$ cat src/rtl/core/pbcn_pkg.sv
// Shared types, constants and state codes of the point bounding-box normalizer.
package pbcn_pkg;

	// Coordinate format: signed Q16.16.
	localparam int COORD_W = 32;
	localparam int FRAC_W = 16;
	localparam int COL_W = 16;
	localparam int CFG_W = 16;
	localparam int CFG_IDX_W = 2;

	// A coordinate difference needs one more bit than a coordinate.
	localparam int DIFF_W = COORD_W + 1;
	// Products and squared distances are kept in 64 bits; none of them overflows.
	localparam int PROD_W = 2 * COORD_W;
	localparam int FULL_W = DIFF_W + COORD_W;
	// Rounded product magnitude after the fraction bits are dropped.
	localparam int MAG_W = PROD_W - FRAC_W;
	// Dividend of the scale division: target_extent with two fractions appended.
	localparam int NUM_W = CFG_W + 2 * FRAC_W;
	localparam int CNT_W = $clog2(NUM_W + 1);

	localparam logic [COORD_W-1:0] COORD_MAX = {1'b0, {(COORD_W - 1){1'b1}}};
	localparam logic [COORD_W-1:0] COORD_MIN = {1'b1, {(COORD_W - 1){1'b0}}};
	localparam logic [COORD_W-1:0] SCALE_ONE = COORD_W'(1) << FRAC_W;
	localparam logic [PROD_W-1:0] ROUND_HALF = PROD_W'(1) << (FRAC_W - 1);

	// Configuration register indexes.
	localparam logic [CFG_IDX_W-1:0] REG_REJECT_RADIUS_SQ = CFG_IDX_W'(0);
	localparam logic [CFG_IDX_W-1:0] REG_TARGET_EXTENT = CFG_IDX_W'(1);
	localparam logic [CFG_W-1:0] RESET_REJECT_RADIUS_SQ = CFG_W'(100);
	localparam logic [CFG_W-1:0] RESET_TARGET_EXTENT = CFG_W'(128);

	// Axis selects of the shared multiplier.
	typedef logic [1:0] axis_t;
	localparam axis_t AXIS_X = 2'd0;
	localparam axis_t AXIS_Y = 2'd1;
	localparam axis_t AXIS_Z = 2'd2;

	typedef enum logic {
		MODE_SQUARE,
		MODE_SCALE
	} mul_mode_t;

	typedef enum logic [3:0] {
		ST_IDLE,
		ST_SQ_X,
		ST_SQ_Y,
		ST_SQ_Z,
		ST_SQ_WAIT,
		ST_CHECK,
		ST_SC_MAX,
		ST_DIV,
		ST_DIV_FIN,
		ST_MUL_X,
		ST_MUL_Y,
		ST_MUL_Z,
		ST_MUL_WAIT,
		ST_OUT
	} pbcn_state_t;

	typedef struct packed {
		logic calibrating;
		logic signed [COORD_W-1:0] pos_x;
		logic signed [COORD_W-1:0] pos_y;
		logic signed [COORD_W-1:0] pos_z;
		logic point_invalid;
		logic [COL_W-1:0] col_r;
		logic [COL_W-1:0] col_g;
		logic [COL_W-1:0] col_b;
		logic frame_end;
	} pbcn_in_item_t;

	typedef struct packed {
		logic signed [COORD_W-1:0] norm_x;
		logic signed [COORD_W-1:0] norm_y;
		logic signed [COORD_W-1:0] norm_z;
		logic [COL_W-1:0] out_r;
		logic [COL_W-1:0] out_g;
		logic [COL_W-1:0] out_b;
		logic last_of_frame;
	} pbcn_out_item_t;

	// Controller to datapath.
	typedef struct packed {
		logic in_ready;
		logic load;
		logic mul_en;
		mul_mode_t mul_mode;
		axis_t mul_axis;
		logic check;
		logic scale_start;
		logic div_step;
		logic div_finish;
		logic out_load;
	} pbcn_cmd_t;

	// Datapath to controller.
	typedef struct packed {
		logic scale_ok;
		logic side_pos;
		logic div_last;
		logic out_free;
	} pbcn_status_t;

endpackage

$ cat src/rtl/core/pbcn_if.sv
// Handshake channel interfaces for points, results and configuration writes.
interface pbcn_in_if;
	logic valid;
	logic ready;
	pbcn_pkg::pbcn_in_item_t data;
	modport source (output valid, output data, input ready);
	modport sink (input valid, input data, output ready);
endinterface

interface pbcn_out_if;
	logic valid;
	logic ready;
	pbcn_pkg::pbcn_out_item_t data;
	modport source (output valid, output data, input ready);
	modport sink (input valid, input data, output ready);
endinterface

interface pbcn_cfg_if;
	logic valid;
	logic ready;
	logic [pbcn_pkg::CFG_IDX_W-1:0] index;
	logic [pbcn_pkg::CFG_W-1:0] wdata;
	modport source (output valid, output index, output wdata, input ready);
	modport sink (input valid, input index, input wdata, output ready);
endinterface

$ cat src/rtl/core/pbcn_ctrl.sv
// Sequencing state machine of the point bounding-box normalizer.
module pbcn_ctrl (
	input  logic                   clk,
	input  logic                   arst_n,
	input  logic                   in_valid,
	input  logic                   in_cal,
	input  pbcn_pkg::pbcn_status_t status,
	output pbcn_pkg::pbcn_cmd_t    cmd
);

	pbcn_pkg::pbcn_state_t state_q, state_d;

	always_ff @(posedge clk or negedge arst_n) begin
		if (!arst_n) begin
			state_q <= pbcn_pkg::ST_IDLE;
		end else begin
			state_q <= state_d;
		end
	end

	always_comb begin
		state_d = state_q;
		case (state_q)
			pbcn_pkg::ST_IDLE: begin
				if (in_valid) begin
					if (in_cal) begin
						state_d = pbcn_pkg::ST_SQ_X;
					end else if (status.scale_ok) begin
						state_d = pbcn_pkg::ST_MUL_X;
					end else begin
						state_d = pbcn_pkg::ST_SC_MAX;
					end
				end
			end
			pbcn_pkg::ST_SQ_X:     state_d = pbcn_pkg::ST_SQ_Y;
			pbcn_pkg::ST_SQ_Y:     state_d = pbcn_pkg::ST_SQ_Z;
			pbcn_pkg::ST_SQ_Z:     state_d = pbcn_pkg::ST_SQ_WAIT;
			pbcn_pkg::ST_SQ_WAIT:  state_d = pbcn_pkg::ST_CHECK;
			pbcn_pkg::ST_CHECK:    state_d = pbcn_pkg::ST_IDLE;
			pbcn_pkg::ST_SC_MAX: begin
				state_d = status.side_pos ? pbcn_pkg::ST_DIV : pbcn_pkg::ST_MUL_X;
			end
			pbcn_pkg::ST_DIV: begin
				if (status.div_last) begin
					state_d = pbcn_pkg::ST_DIV_FIN;
				end
			end
			pbcn_pkg::ST_DIV_FIN:  state_d = pbcn_pkg::ST_MUL_X;
			pbcn_pkg::ST_MUL_X:    state_d = pbcn_pkg::ST_MUL_Y;
			pbcn_pkg::ST_MUL_Y:    state_d = pbcn_pkg::ST_MUL_Z;
			pbcn_pkg::ST_MUL_Z:    state_d = pbcn_pkg::ST_MUL_WAIT;
			pbcn_pkg::ST_MUL_WAIT: state_d = pbcn_pkg::ST_OUT;
			pbcn_pkg::ST_OUT: begin
				if (status.out_free) begin
					state_d = pbcn_pkg::ST_IDLE;
				end
			end
			default:               state_d = pbcn_pkg::ST_IDLE;
		endcase
	end

	always_comb begin
		cmd = '0;
		cmd.mul_mode = pbcn_pkg::MODE_SQUARE;
		cmd.mul_axis = pbcn_pkg::AXIS_X;
		case (state_q)
			pbcn_pkg::ST_IDLE: begin
				cmd.in_ready = 1'b1;
				cmd.load = in_valid;
			end
			pbcn_pkg::ST_SQ_X: begin
				cmd.mul_en = 1'b1;
			end
			pbcn_pkg::ST_SQ_Y: begin
				cmd.mul_en = 1'b1;
				cmd.mul_axis = pbcn_pkg::AXIS_Y;
			end
			pbcn_pkg::ST_SQ_Z: begin
				cmd.mul_en = 1'b1;
				cmd.mul_axis = pbcn_pkg::AXIS_Z;
			end
			pbcn_pkg::ST_CHECK:   cmd.check = 1'b1;
			pbcn_pkg::ST_SC_MAX:  cmd.scale_start = 1'b1;
			pbcn_pkg::ST_DIV:     cmd.div_step = 1'b1;
			pbcn_pkg::ST_DIV_FIN: cmd.div_finish = 1'b1;
			pbcn_pkg::ST_MUL_X: begin
				cmd.mul_en = 1'b1;
				cmd.mul_mode = pbcn_pkg::MODE_SCALE;
			end
			pbcn_pkg::ST_MUL_Y: begin
				cmd.mul_en = 1'b1;
				cmd.mul_mode = pbcn_pkg::MODE_SCALE;
				cmd.mul_axis = pbcn_pkg::AXIS_Y;
			end
			pbcn_pkg::ST_MUL_Z: begin
				cmd.mul_en = 1'b1;
				cmd.mul_mode = pbcn_pkg::MODE_SCALE;
				cmd.mul_axis = pbcn_pkg::AXIS_Z;
			end
			pbcn_pkg::ST_OUT:     cmd.out_load = status.out_free;
			default: begin
				cmd.in_ready = 1'b0;
			end
		endcase
	end

endmodule

$ cat src/rtl/core/pbcn_datapath.sv
// Datapath: item and box registers, shared multiplier, scale divider, output register.
module pbcn_datapath (
	input  logic                          clk,
	input  logic                          arst_n,
	input  pbcn_pkg::pbcn_cmd_t           cmd,
	output pbcn_pkg::pbcn_status_t        status,
	input  pbcn_pkg::pbcn_in_item_t       in_item,
	input  logic                          cfg_we,
	input  logic [pbcn_pkg::CFG_IDX_W-1:0] cfg_index,
	input  logic [pbcn_pkg::CFG_W-1:0]    cfg_wdata,
	input  logic                          out_ready,
	output logic                          out_valid,
	output pbcn_pkg::pbcn_out_item_t      out_item
);

	localparam int CW = pbcn_pkg::COORD_W;
	localparam int DW = pbcn_pkg::DIFF_W;
	localparam int PW = pbcn_pkg::PROD_W;
	localparam int NW = pbcn_pkg::NUM_W;
	localparam int MW = pbcn_pkg::MAG_W;

	// Item registers.
	logic signed [CW-1:0] pos_q [3];
	logic inv_q;
	logic [pbcn_pkg::COL_W-1:0] col_r_q, col_g_q, col_b_q;
	logic fe_q;

	// Box, scale and configuration state.
	logic signed [CW-1:0] box_min_q [3];
	logic signed [CW-1:0] box_max_q [3];
	logic [CW-1:0] scale_q;
	logic scale_ok_q;
	logic [pbcn_pkg::CFG_W-1:0] reject_q, extent_q;

	// Multiplier stage.
	logic [PW-1:0] prod_s1;
	logic vld_s1, neg_s1;
	pbcn_pkg::mul_mode_t mode_s1;
	pbcn_pkg::axis_t axis_s1;
	logic [PW-1:0] acc_q;
	logic signed [CW-1:0] res_q [3];

	// Divider.
	logic [DW-1:0] den_q, rem_q;
	logic [NW-1:0] dq_q;
	logic [pbcn_pkg::CNT_W-1:0] cnt_q;

	logic out_valid_q;
	pbcn_pkg::pbcn_out_item_t out_item_q;

	// Box sides and the largest of them.
	logic signed [DW-1:0] side [3];
	logic signed [DW-1:0] side_max;
	always_comb begin
		for (int i = 0; i < 3; i++) begin
			side[i] = $signed({box_max_q[i][CW-1], box_max_q[i]})
				- $signed({box_min_q[i][CW-1], box_min_q[i]});
		end
		side_max = side[0];
		if (side[1] > side_max) begin
			side_max = side[1];
		end
		if (side[2] > side_max) begin
			side_max = side[2];
		end
	end

	// Multiplier operands.
	logic signed [CW-1:0] sel_pos, sel_min;
	logic signed [DW-1:0] diff;
	logic [DW-1:0] op_a, pos_mag;
	logic [CW-1:0] op_b;
	logic op_neg;
	logic [pbcn_pkg::FULL_W-1:0] full_prod;
	always_comb begin
		sel_pos = pos_q[cmd.mul_axis];
		sel_min = box_min_q[cmd.mul_axis];
		pos_mag = sel_pos[CW-1] ? DW'(-$signed({sel_pos[CW-1], sel_pos}))
			: DW'({1'b0, sel_pos});
		diff = $signed({sel_pos[CW-1], sel_pos}) - $signed({sel_min[CW-1], sel_min});
		if (cmd.mul_mode == pbcn_pkg::MODE_SCALE) begin
			op_neg = diff[DW-1];
			op_a = op_neg ? DW'(-diff) : DW'(diff);
			op_b = scale_q;
		end else begin
			op_neg = 1'b0;
			op_a = pos_mag;
			op_b = pos_mag[CW-1:0];
		end
		full_prod = op_a * op_b;
	end

	// Rounding and saturation of a scaled coordinate.
	logic [PW-1:0] rnd_sum;
	logic [MW-1:0] rnd_mag, rnd_lim, rnd_sat;
	logic [CW-1:0] rnd_res;
	always_comb begin
		rnd_sum = prod_s1 + pbcn_pkg::ROUND_HALF;
		rnd_mag = rnd_sum[PW-1:pbcn_pkg::FRAC_W];
		rnd_lim = MW'(pbcn_pkg::COORD_MAX) + MW'(neg_s1);
		rnd_sat = (rnd_mag > rnd_lim) ? rnd_lim : rnd_mag;
		rnd_res = neg_s1 ? -rnd_sat[CW-1:0] : rnd_sat[CW-1:0];
	end

	// One restoring division step and the final rounding.
	logic [DW:0] rem_sh;
	logic div_ge;
	logic [NW:0] q_rnd;
	logic far_point;
	always_comb begin
		rem_sh = {rem_q, dq_q[NW-1]};
		div_ge = rem_sh >= {1'b0, den_q};
		q_rnd = {1'b0, dq_q} + (NW + 1)'(rem_q >= (den_q - rem_q));
		far_point = acc_q > {{(PW - NW){1'b0}}, reject_q, {(2 * pbcn_pkg::FRAC_W){1'b0}}};
	end

	always_ff @(posedge clk) begin
		if (cmd.load) begin
			pos_q[0] <= in_item.pos_x;
			pos_q[1] <= in_item.pos_y;
			pos_q[2] <= in_item.pos_z;
			inv_q <= in_item.point_invalid;
			col_r_q <= in_item.col_r;
			col_g_q <= in_item.col_g;
			col_b_q <= in_item.col_b;
			fe_q <= in_item.frame_end;
		end
		if (cmd.mul_en) begin
			prod_s1 <= full_prod[PW-1:0];
			neg_s1 <= op_neg;
			mode_s1 <= cmd.mul_mode;
			axis_s1 <= cmd.mul_axis;
		end
		if (vld_s1) begin
			if (mode_s1 == pbcn_pkg::MODE_SQUARE) begin
				acc_q <= (axis_s1 == pbcn_pkg::AXIS_X) ? prod_s1 : acc_q + prod_s1;
			end else begin
				res_q[axis_s1] <= rnd_res;
			end
		end
		if (cmd.scale_start) begin
			den_q <= side_max;
			rem_q <= '0;
			dq_q <= {extent_q, {(2 * pbcn_pkg::FRAC_W){1'b0}}};
			if (!side_max[DW-1] && side_max != '0) begin
			end else begin
				scale_q <= pbcn_pkg::SCALE_ONE;
			end
		end
		if (cmd.div_step) begin
			rem_q <= div_ge ? DW'(rem_sh - {1'b0, den_q}) : rem_sh[DW-1:0];
			dq_q <= {dq_q[NW-2:0], div_ge};
		end
		if (cmd.div_finish) begin
			scale_q <= (q_rnd > (NW + 1)'(pbcn_pkg::COORD_MAX)) ? pbcn_pkg::COORD_MAX
				: q_rnd[CW-1:0];
		end
		if (cmd.out_load) begin
			out_item_q.norm_x <= res_q[0];
			out_item_q.norm_y <= res_q[1];
			out_item_q.norm_z <= res_q[2];
			out_item_q.out_r <= col_r_q;
			out_item_q.out_g <= col_g_q;
			out_item_q.out_b <= col_b_q;
			out_item_q.last_of_frame <= fe_q;
		end
	end

	always_ff @(posedge clk or negedge arst_n) begin
		if (!arst_n) begin
			for (int i = 0; i < 3; i++) begin
				box_min_q[i] <= pbcn_pkg::COORD_MAX;
				box_max_q[i] <= pbcn_pkg::COORD_MIN;
			end
			scale_ok_q <= 1'b0;
			reject_q <= pbcn_pkg::RESET_REJECT_RADIUS_SQ;
			extent_q <= pbcn_pkg::RESET_TARGET_EXTENT;
			vld_s1 <= 1'b0;
			cnt_q <= '0;
			out_valid_q <= 1'b0;
		end else begin
			vld_s1 <= cmd.mul_en;
			if (cfg_we) begin
				case (cfg_index)
					pbcn_pkg::REG_REJECT_RADIUS_SQ: reject_q <= cfg_wdata;
					pbcn_pkg::REG_TARGET_EXTENT: begin
						extent_q <= cfg_wdata;
						scale_ok_q <= 1'b0;
					end
					default: ;
				endcase
			end
			if (cmd.check && !inv_q && !far_point) begin
				for (int i = 0; i < 3; i++) begin
					if (pos_q[i] < box_min_q[i]) begin
						box_min_q[i] <= pos_q[i];
					end
					if (pos_q[i] > box_max_q[i]) begin
						box_max_q[i] <= pos_q[i];
					end
				end
				scale_ok_q <= 1'b0;
			end
			if (cmd.scale_start) begin
				if (status.side_pos) begin
					cnt_q <= pbcn_pkg::CNT_W'(NW);
				end else begin
					scale_ok_q <= 1'b1;
				end
			end
			if (cmd.div_step) begin
				cnt_q <= cnt_q - 1'b1;
			end
			if (cmd.div_finish) begin
				scale_ok_q <= 1'b1;
			end
			if (cmd.out_load) begin
				out_valid_q <= 1'b1;
			end else if (out_ready) begin
				out_valid_q <= 1'b0;
			end
		end
	end

	always_comb begin
		status.scale_ok = scale_ok_q;
		status.side_pos = !side_max[DW-1] && (side_max != '0);
		status.div_last = (cnt_q == pbcn_pkg::CNT_W'(1));
		status.out_free = !out_valid_q || out_ready;
	end

	assign out_valid = out_valid_q;
	assign out_item = out_item_q;

endmodule

$ cat src/rtl/core/point_bbox_calibrate_normalize_unit.sv
// Top level of the point bounding-box calibration and normalization unit.
//
//  Channel  | Role   | Beat contents
//  ---------+--------+--------------------------------------------------------
//  points   | sink   | calibrating flag, position, invalid mark, color, frame end
//  results  | source | normalized position, color, last-of-frame mark
//  cfg      | sink   | register index and 16-bit write data, always ready
//
// A calibrating point passes three squares on the shared multiplier, a drain
// step and the radius check with box update before the next ready. A normal
// point goes straight to the scaled products while the scale is current; when
// it must first be recomputed, a step finds the largest side, the one-bit-per-
// cycle restoring divider runs and a rounding step follows. When no box side
// is positive the unit scale is set in the largest-side step and the divider
// is skipped.
// The output register holds a result until it is taken; a new point can
// be accepted meanwhile, and the unit stalls only if a second result is ready.
// Reset clears the box to empty, marks the scale stale and restores registers.
module point_bbox_calibrate_normalize_unit (
	input  logic       clk,
	input  logic       arst_n,
	pbcn_in_if.sink    points,
	pbcn_out_if.source results,
	pbcn_cfg_if.sink   cfg
);

	pbcn_pkg::pbcn_cmd_t cmd;
	pbcn_pkg::pbcn_status_t status;

	// Configuration writes are registered and always taken.
	assign cfg.ready = 1'b1;

	// Input is taken only when the controller sits idle between points.
	assign points.ready = cmd.in_ready;

	pbcn_ctrl u_ctrl (
		.clk      (clk),
		.arst_n   (arst_n),
		.in_valid (points.valid),
		.in_cal   (points.data.calibrating),
		.status   (status),
		.cmd      (cmd)
	);

	// The datapath owns the box, scale, configuration and the result register.
	pbcn_datapath u_datapath (
		.clk       (clk),
		.arst_n    (arst_n),
		.cmd       (cmd),
		.status    (status),
		.in_item   (points.data),
		.cfg_we    (cfg.valid && cfg.ready),
		.cfg_index (cfg.index),
		.cfg_wdata (cfg.wdata),
		.out_ready (results.ready),
		.out_valid (results.valid),
		.out_item  (results.data)
	);

endmodule

$ cat src/flat_wrapper.sv
// flat-port wrapper written by rule: the top's interface ports become plain ports
module point_bbox_calibrate_normalize_unit_flat 
  (clk, arst_n, points_valid, points_data, points_ready, results_valid, results_data, results_ready, cfg_valid, cfg_index, cfg_wdata, cfg_ready);
  pbcn_in_if points_i ();
  pbcn_out_if results_i ();
  pbcn_cfg_if cfg_i ();
  input  logic clk;
  input  logic arst_n;
  input wire logic [$bits(points_i.valid)-1:0] points_valid;
  input wire logic [$bits(points_i.data)-1:0] points_data;
  output wire logic [$bits(points_i.ready)-1:0] points_ready;
  output wire logic [$bits(results_i.valid)-1:0] results_valid;
  output wire logic [$bits(results_i.data)-1:0] results_data;
  input wire logic [$bits(results_i.ready)-1:0] results_ready;
  input wire logic [$bits(cfg_i.valid)-1:0] cfg_valid;
  input wire logic [$bits(cfg_i.index)-1:0] cfg_index;
  input wire logic [$bits(cfg_i.wdata)-1:0] cfg_wdata;
  output wire logic [$bits(cfg_i.ready)-1:0] cfg_ready;
  assign points_i.valid = points_valid;
  assign points_i.data = points_data;
  assign points_ready = points_i.ready;
  assign results_valid = results_i.valid;
  assign results_data = results_i.data;
  assign results_i.ready = results_ready;
  assign cfg_i.valid = cfg_valid;
  assign cfg_i.index = cfg_index;
  assign cfg_i.wdata = cfg_wdata;
  assign cfg_ready = cfg_i.ready;
  point_bbox_calibrate_normalize_unit u_core (.clk(clk), .arst_n(arst_n), .points(points_i), .results(results_i), .cfg(cfg_i));
endmodule
$ cat config.mk
export PLATFORM = sky130hd
export DESIGN_NAME = point_bbox_calibrate_normalize_unit_flat
export DESIGN_NICKNAME = d
export VERILOG_FILES = /design/src/rtl/core/pbcn_pkg.sv /design/src/rtl/core/pbcn_if.sv /design/src/rtl/core/pbcn_ctrl.sv /design/src/rtl/core/pbcn_datapath.sv /design/src/rtl/core/point_bbox_calibrate_normalize_unit.sv /design/src/flat_wrapper.sv
export SDC_FILE = /design/constraint.sdc
export NUM_CORES = 2
export LEC_CHECK = 0
export BUFFER_PORTS_ARGS = -buffer_cell sky130_fd_sc_hd__buf_2
export CAP_MARGIN = 40
export CORE_ASPECT_RATIO = 0.5
export CORE_MARGIN = 2
export CORE_UTILIZATION = 60
export CTS_BUF_LIST = sky130_fd_sc_hd__clkbuf_2
export DETAILED_ROUTE_END_ITERATION = 7
export PLACE_DENSITY = 0.77
export SYNTH_ARGS = -nofsm -noshare
export SYNTH_HDL_FRONTEND = slang
export SYNTH_SLANG_ARGS = --single-unit
$ cat constraint.sdc
create_clock -name clk -period 22.1 [get_ports clk]
set_clock_uncertainty 0.1 [all_clocks]
set_input_delay 0 -clock clk [delete_from_list [all_inputs] [get_ports clk]]
set_output_delay 0 -clock clk [all_outputs]
set_load 0.01 [all_outputs]
==> flow_summary.toml <==
[clocking]
cts_made_buffers = 209
cts_tree = "built"
clock_path_buffers = 4
clk_root_buffer_cell = "clkbuf_2"
clkSlewWorstSetupHoldPaths_ns = 0.14
worstSkewPairLatency_ns = 1.59
post_cts_buffers = 0
cts.sinks = 902
cts_max_level = 4

[yosys]
synthAdderAreaFrac = 0.317
ys_ff_latch = 902
synth_simple_gate_area_frac = 0.136
avgSynthCellArea_um2 = 9.52
synth-edff-count = 665
yosysMostFrequentCell = "inv_1"
ys_async_sr_fraction = 0.263
synthTopCellsByArea = "edfxtp_1 22%, fa_1 20%, ha_1 12%"
synth_xor_xnor_area_share = 0.0374
yosysTopAreaCell = "edfxtp_1"
synthTopCellsByCount = "1452 x inv_1, 1087 x nand2_1, 932 x fa_1, 854 x ha_1, 823 x nor2_1"
synthesis.area_um2 = 92600
synth_nets = 11700
synth_mux_area_frac = 0.0376
seq_area_frac_synth = 0.281
synth_top_area_frac = 0.216
syn_inst = 9728
ys_warn_count = 0
ys.flop_type = "edfxtp_1"
synth-compound-area-share = 0.118
yosysUniqueCellTypes = 104
synth_top_family_by_area = "adder cells"

[hold_path]
whs_endpoint = "u_core.u_datapath.fe_q"
min_path_type = "primary input to flop"
min_path_cells = 4
hold_start = "points_data[0]"

[critical_path]
slowest_stage = "buf_4"
start_kind = "flop"
crit_top_cell = "fa_1"
rrSetupSlack_ns = 6.46
crit_path_max_fanout = 88
worstReg2RegEnd = "u_core.u_datapath.prod_s1[62]"
required_ns = 23.14
path_class = "flop to flop"
cp.arrival_ns = 16.68
r2r_start = "u_core.u_ctrl.state_q[2]"
r2r_cells = 46
cp_slowest_stage_delay_ns = 0.73
cp-end-kind = "flop"

[routing]
drtIter0Drc = 8305
dr.pass1.iters = 8
drcViolationCount = 3
detail_route.wl_per_cell_um = 24.2
ant_nets = 0
vias = 78200
vias_per_cell = 6.08
wirelength_mm = 311

[floorplanning]
die_w_um = 560
dieArea_um2 = 158000
pin_count = 318
rows = 101
initial_core_util = 0.607
dieHeight_um = 282
core_area_um2 = 153000

[sta]
max_slew.worst_pin.slew_ns = 0.946
finalSetupViolCount = 0
rsz0062_at_grt = "no"
timing.final.crit_share = 0.708
min_period_ns = 15.64
max_freq_mhz = 63.9
relSlewSlack = 0.362
hold_viol_final = 0
tns_ns = 0
fin_ws_ns = 6.46
slew_violations = 0

[global_route]
track_usage = 0.392
grt_max_degree = 89
grt_pass1_wl_mm = 466
grt_pass1_vias = 77000
antenna_found_initial = 18
overflow = 0

[final_layout]
fin_util = 0.687
area_growth_pct = 13.1
post-route-cell-area_um2 = 105000
layout-drive-gt1-share = 0.118
num-nets-final = 12600

[placement]
dpl_worst_slack_ns = 6.69
post-dp-hpwl_mm = 228
place_area_um2 = 97400
gp_congestion = 1.02
io_buffers = 316

[job]
maxCapViolations = 0

[status]
status = "finished, violations left"
failed_checks = "design-rule violations"
state kept, by name (all words and copies together) (netlist names), 2 cells and up:
| signal | flops |
|---|---|
| u_core.u_datapath.cnt_q | 6 |
| u_core.u_datapath.col_g_q | 16 |
| u_core.u_datapath.box_min_q | 96 |
| u_core.u_datapath.acc_q | 64 |
| u_core.u_datapath.axis_s1 | 2 |
| u_core.u_datapath.pos_q | 96 |
| u_core.u_datapath.res_q | 96 |
| results_data | 96 |
| u_core.u_datapath.rem_q | 33 |
| u_core.u_datapath.scale_q | 32 |
| u_core.u_datapath.box_max_q | 96 |
| u_core.u_datapath.col_b_q | 16 |
| u_core.u_datapath.dq_q | 48 |
| u_core.u_datapath.prod_s1 | 64 |
| u_core.u_datapath.col_r_q | 16 |
| u_core.u_datapath.extent_q | 16 |
| u_core.u_datapath.out_item | 49 |
| u_core.u_ctrl.state_q | 4 |
| u_core.u_datapath.den_q | 33 |
| u_core.u_datapath.reject_q | 16 |
per-stage QoR:
step	hold WS, ns	instances
floorplan	-0.396	9728
global placement	-0.140	11900
detailed placement	-0.140	11900
CTS	0.00116	12900
global route	0.0310	12900
finish	0.0788	12900
logic make-up after synthesis:
kind of cell / count (synthesis)
adders and majority gates: 1789
DFF: 902
other: 2
muxes: 318
and+or+nand+nor: 2788
AOI/OAI and AO/OA: 1747
xor gates and xnor gates: 394
buffers and inverters: 1788
worst max-delay path by stage:
stage / from / to / slack (ns)
floorplan: u_core.u_ctrl.state_q[0] / u_core.u_datapath.prod_s1[63] / 7.12
global placement: u_core.u_ctrl.state_q[2] / u_core.u_datapath.prod_s1[63] / 6.85
detailed placement: u_core.u_ctrl.state_q[0] / u_core.u_datapath.prod_s1[62] / 6.69
CTS: u_core.u_ctrl.state_q[2] / u_core.u_datapath.prod_s1[62] / 6.61
global route: u_core.u_ctrl.state_q[2] / u_core.u_datapath.prod_s1[62] / 5.67
finish: u_core.u_ctrl.state_q[2] / u_core.u_datapath.prod_s1[62] / 6.46
repair_timing:
item                                   CTS  global route
resized for setup                        0             0
hold buffers                           546             0
endpoints found under the hold margin  624             0
setup endpoints to repair                0             0
routing by layer:
layer / vias to the layer above / part of all wire / global-route usage
met2: 4740 / 0.44 / 0.607
met5: - / 0.00085 / 0.00595
met4: 18 / 0.059 / 0.192
li1: 34600 / - / -
met1: 37800 / 0.38 / 0.507
met3: 1095 / 0.12 / 0.113
critical path, delay by kind of cell, from the launching register on:
kind / cells / cell delay (ns)
xor+xnor: 1 / 0.15
flops: 1 / 0.59
fa+ha+maj: 11 / 5.31
compound gates: 17 / 4.83
buf+inv: 7 / 1.34
mux: 1 / 0.23
simple gates: 9 / 2.72
placed cells by master (no fill, tap or decap), types with 58 or more instances in the layout:
cell type | netlist | layout
mux2i_1 | 98 | 98
o21ai_0 | 344 | 335
dlygate4sd3_1 | 0 | 545
a31oi_1 | 60 | 58
nand3_1 | 118 | 118
nand2_1 | 1087 | 1083
edfxtp_1 | 665 | 665
ha_1 | 854 | 854
a21o_1 | 266 | 266
buf_4 | 3 | 138
xor2_1 | 158 | 158
and3_1 | 74 | 73
clkbuf_2 | 1 | 304
nor3_1 | 117 | 117
buf_2 | 18 | 321
fa_1 | 932 | 932
dfstp_2 | 100 | 100
and2_1 | 89 | 89
o21a_1 | 107 | 106
mux2_2 | 216 | 216
inv_1 | 1452 | 1451
xnor2_1 | 235 | 235
a21oi_1 | 591 | 587
dfrtp_1 | 137 | 136
nand4_1 | 113 | 113
nor2_1 | 823 | 815
nand2b_1 | 77 | 76
nor2b_1 | 89 | 87
final cells by class:
type	count	area [um2]
multi-input combinational	7038	60100
clock buffer	304	1520
antenna	8	20.0
fill	11700	47700
inverter	1455	5460
clock inverter	60	394
tap	2060	2580
timing repair buffer	1038	8730
sequential	902	26000
Power is not shown: default switching activity piles up to over one toggle a cycle in this logic, so the estimate is an artifact.
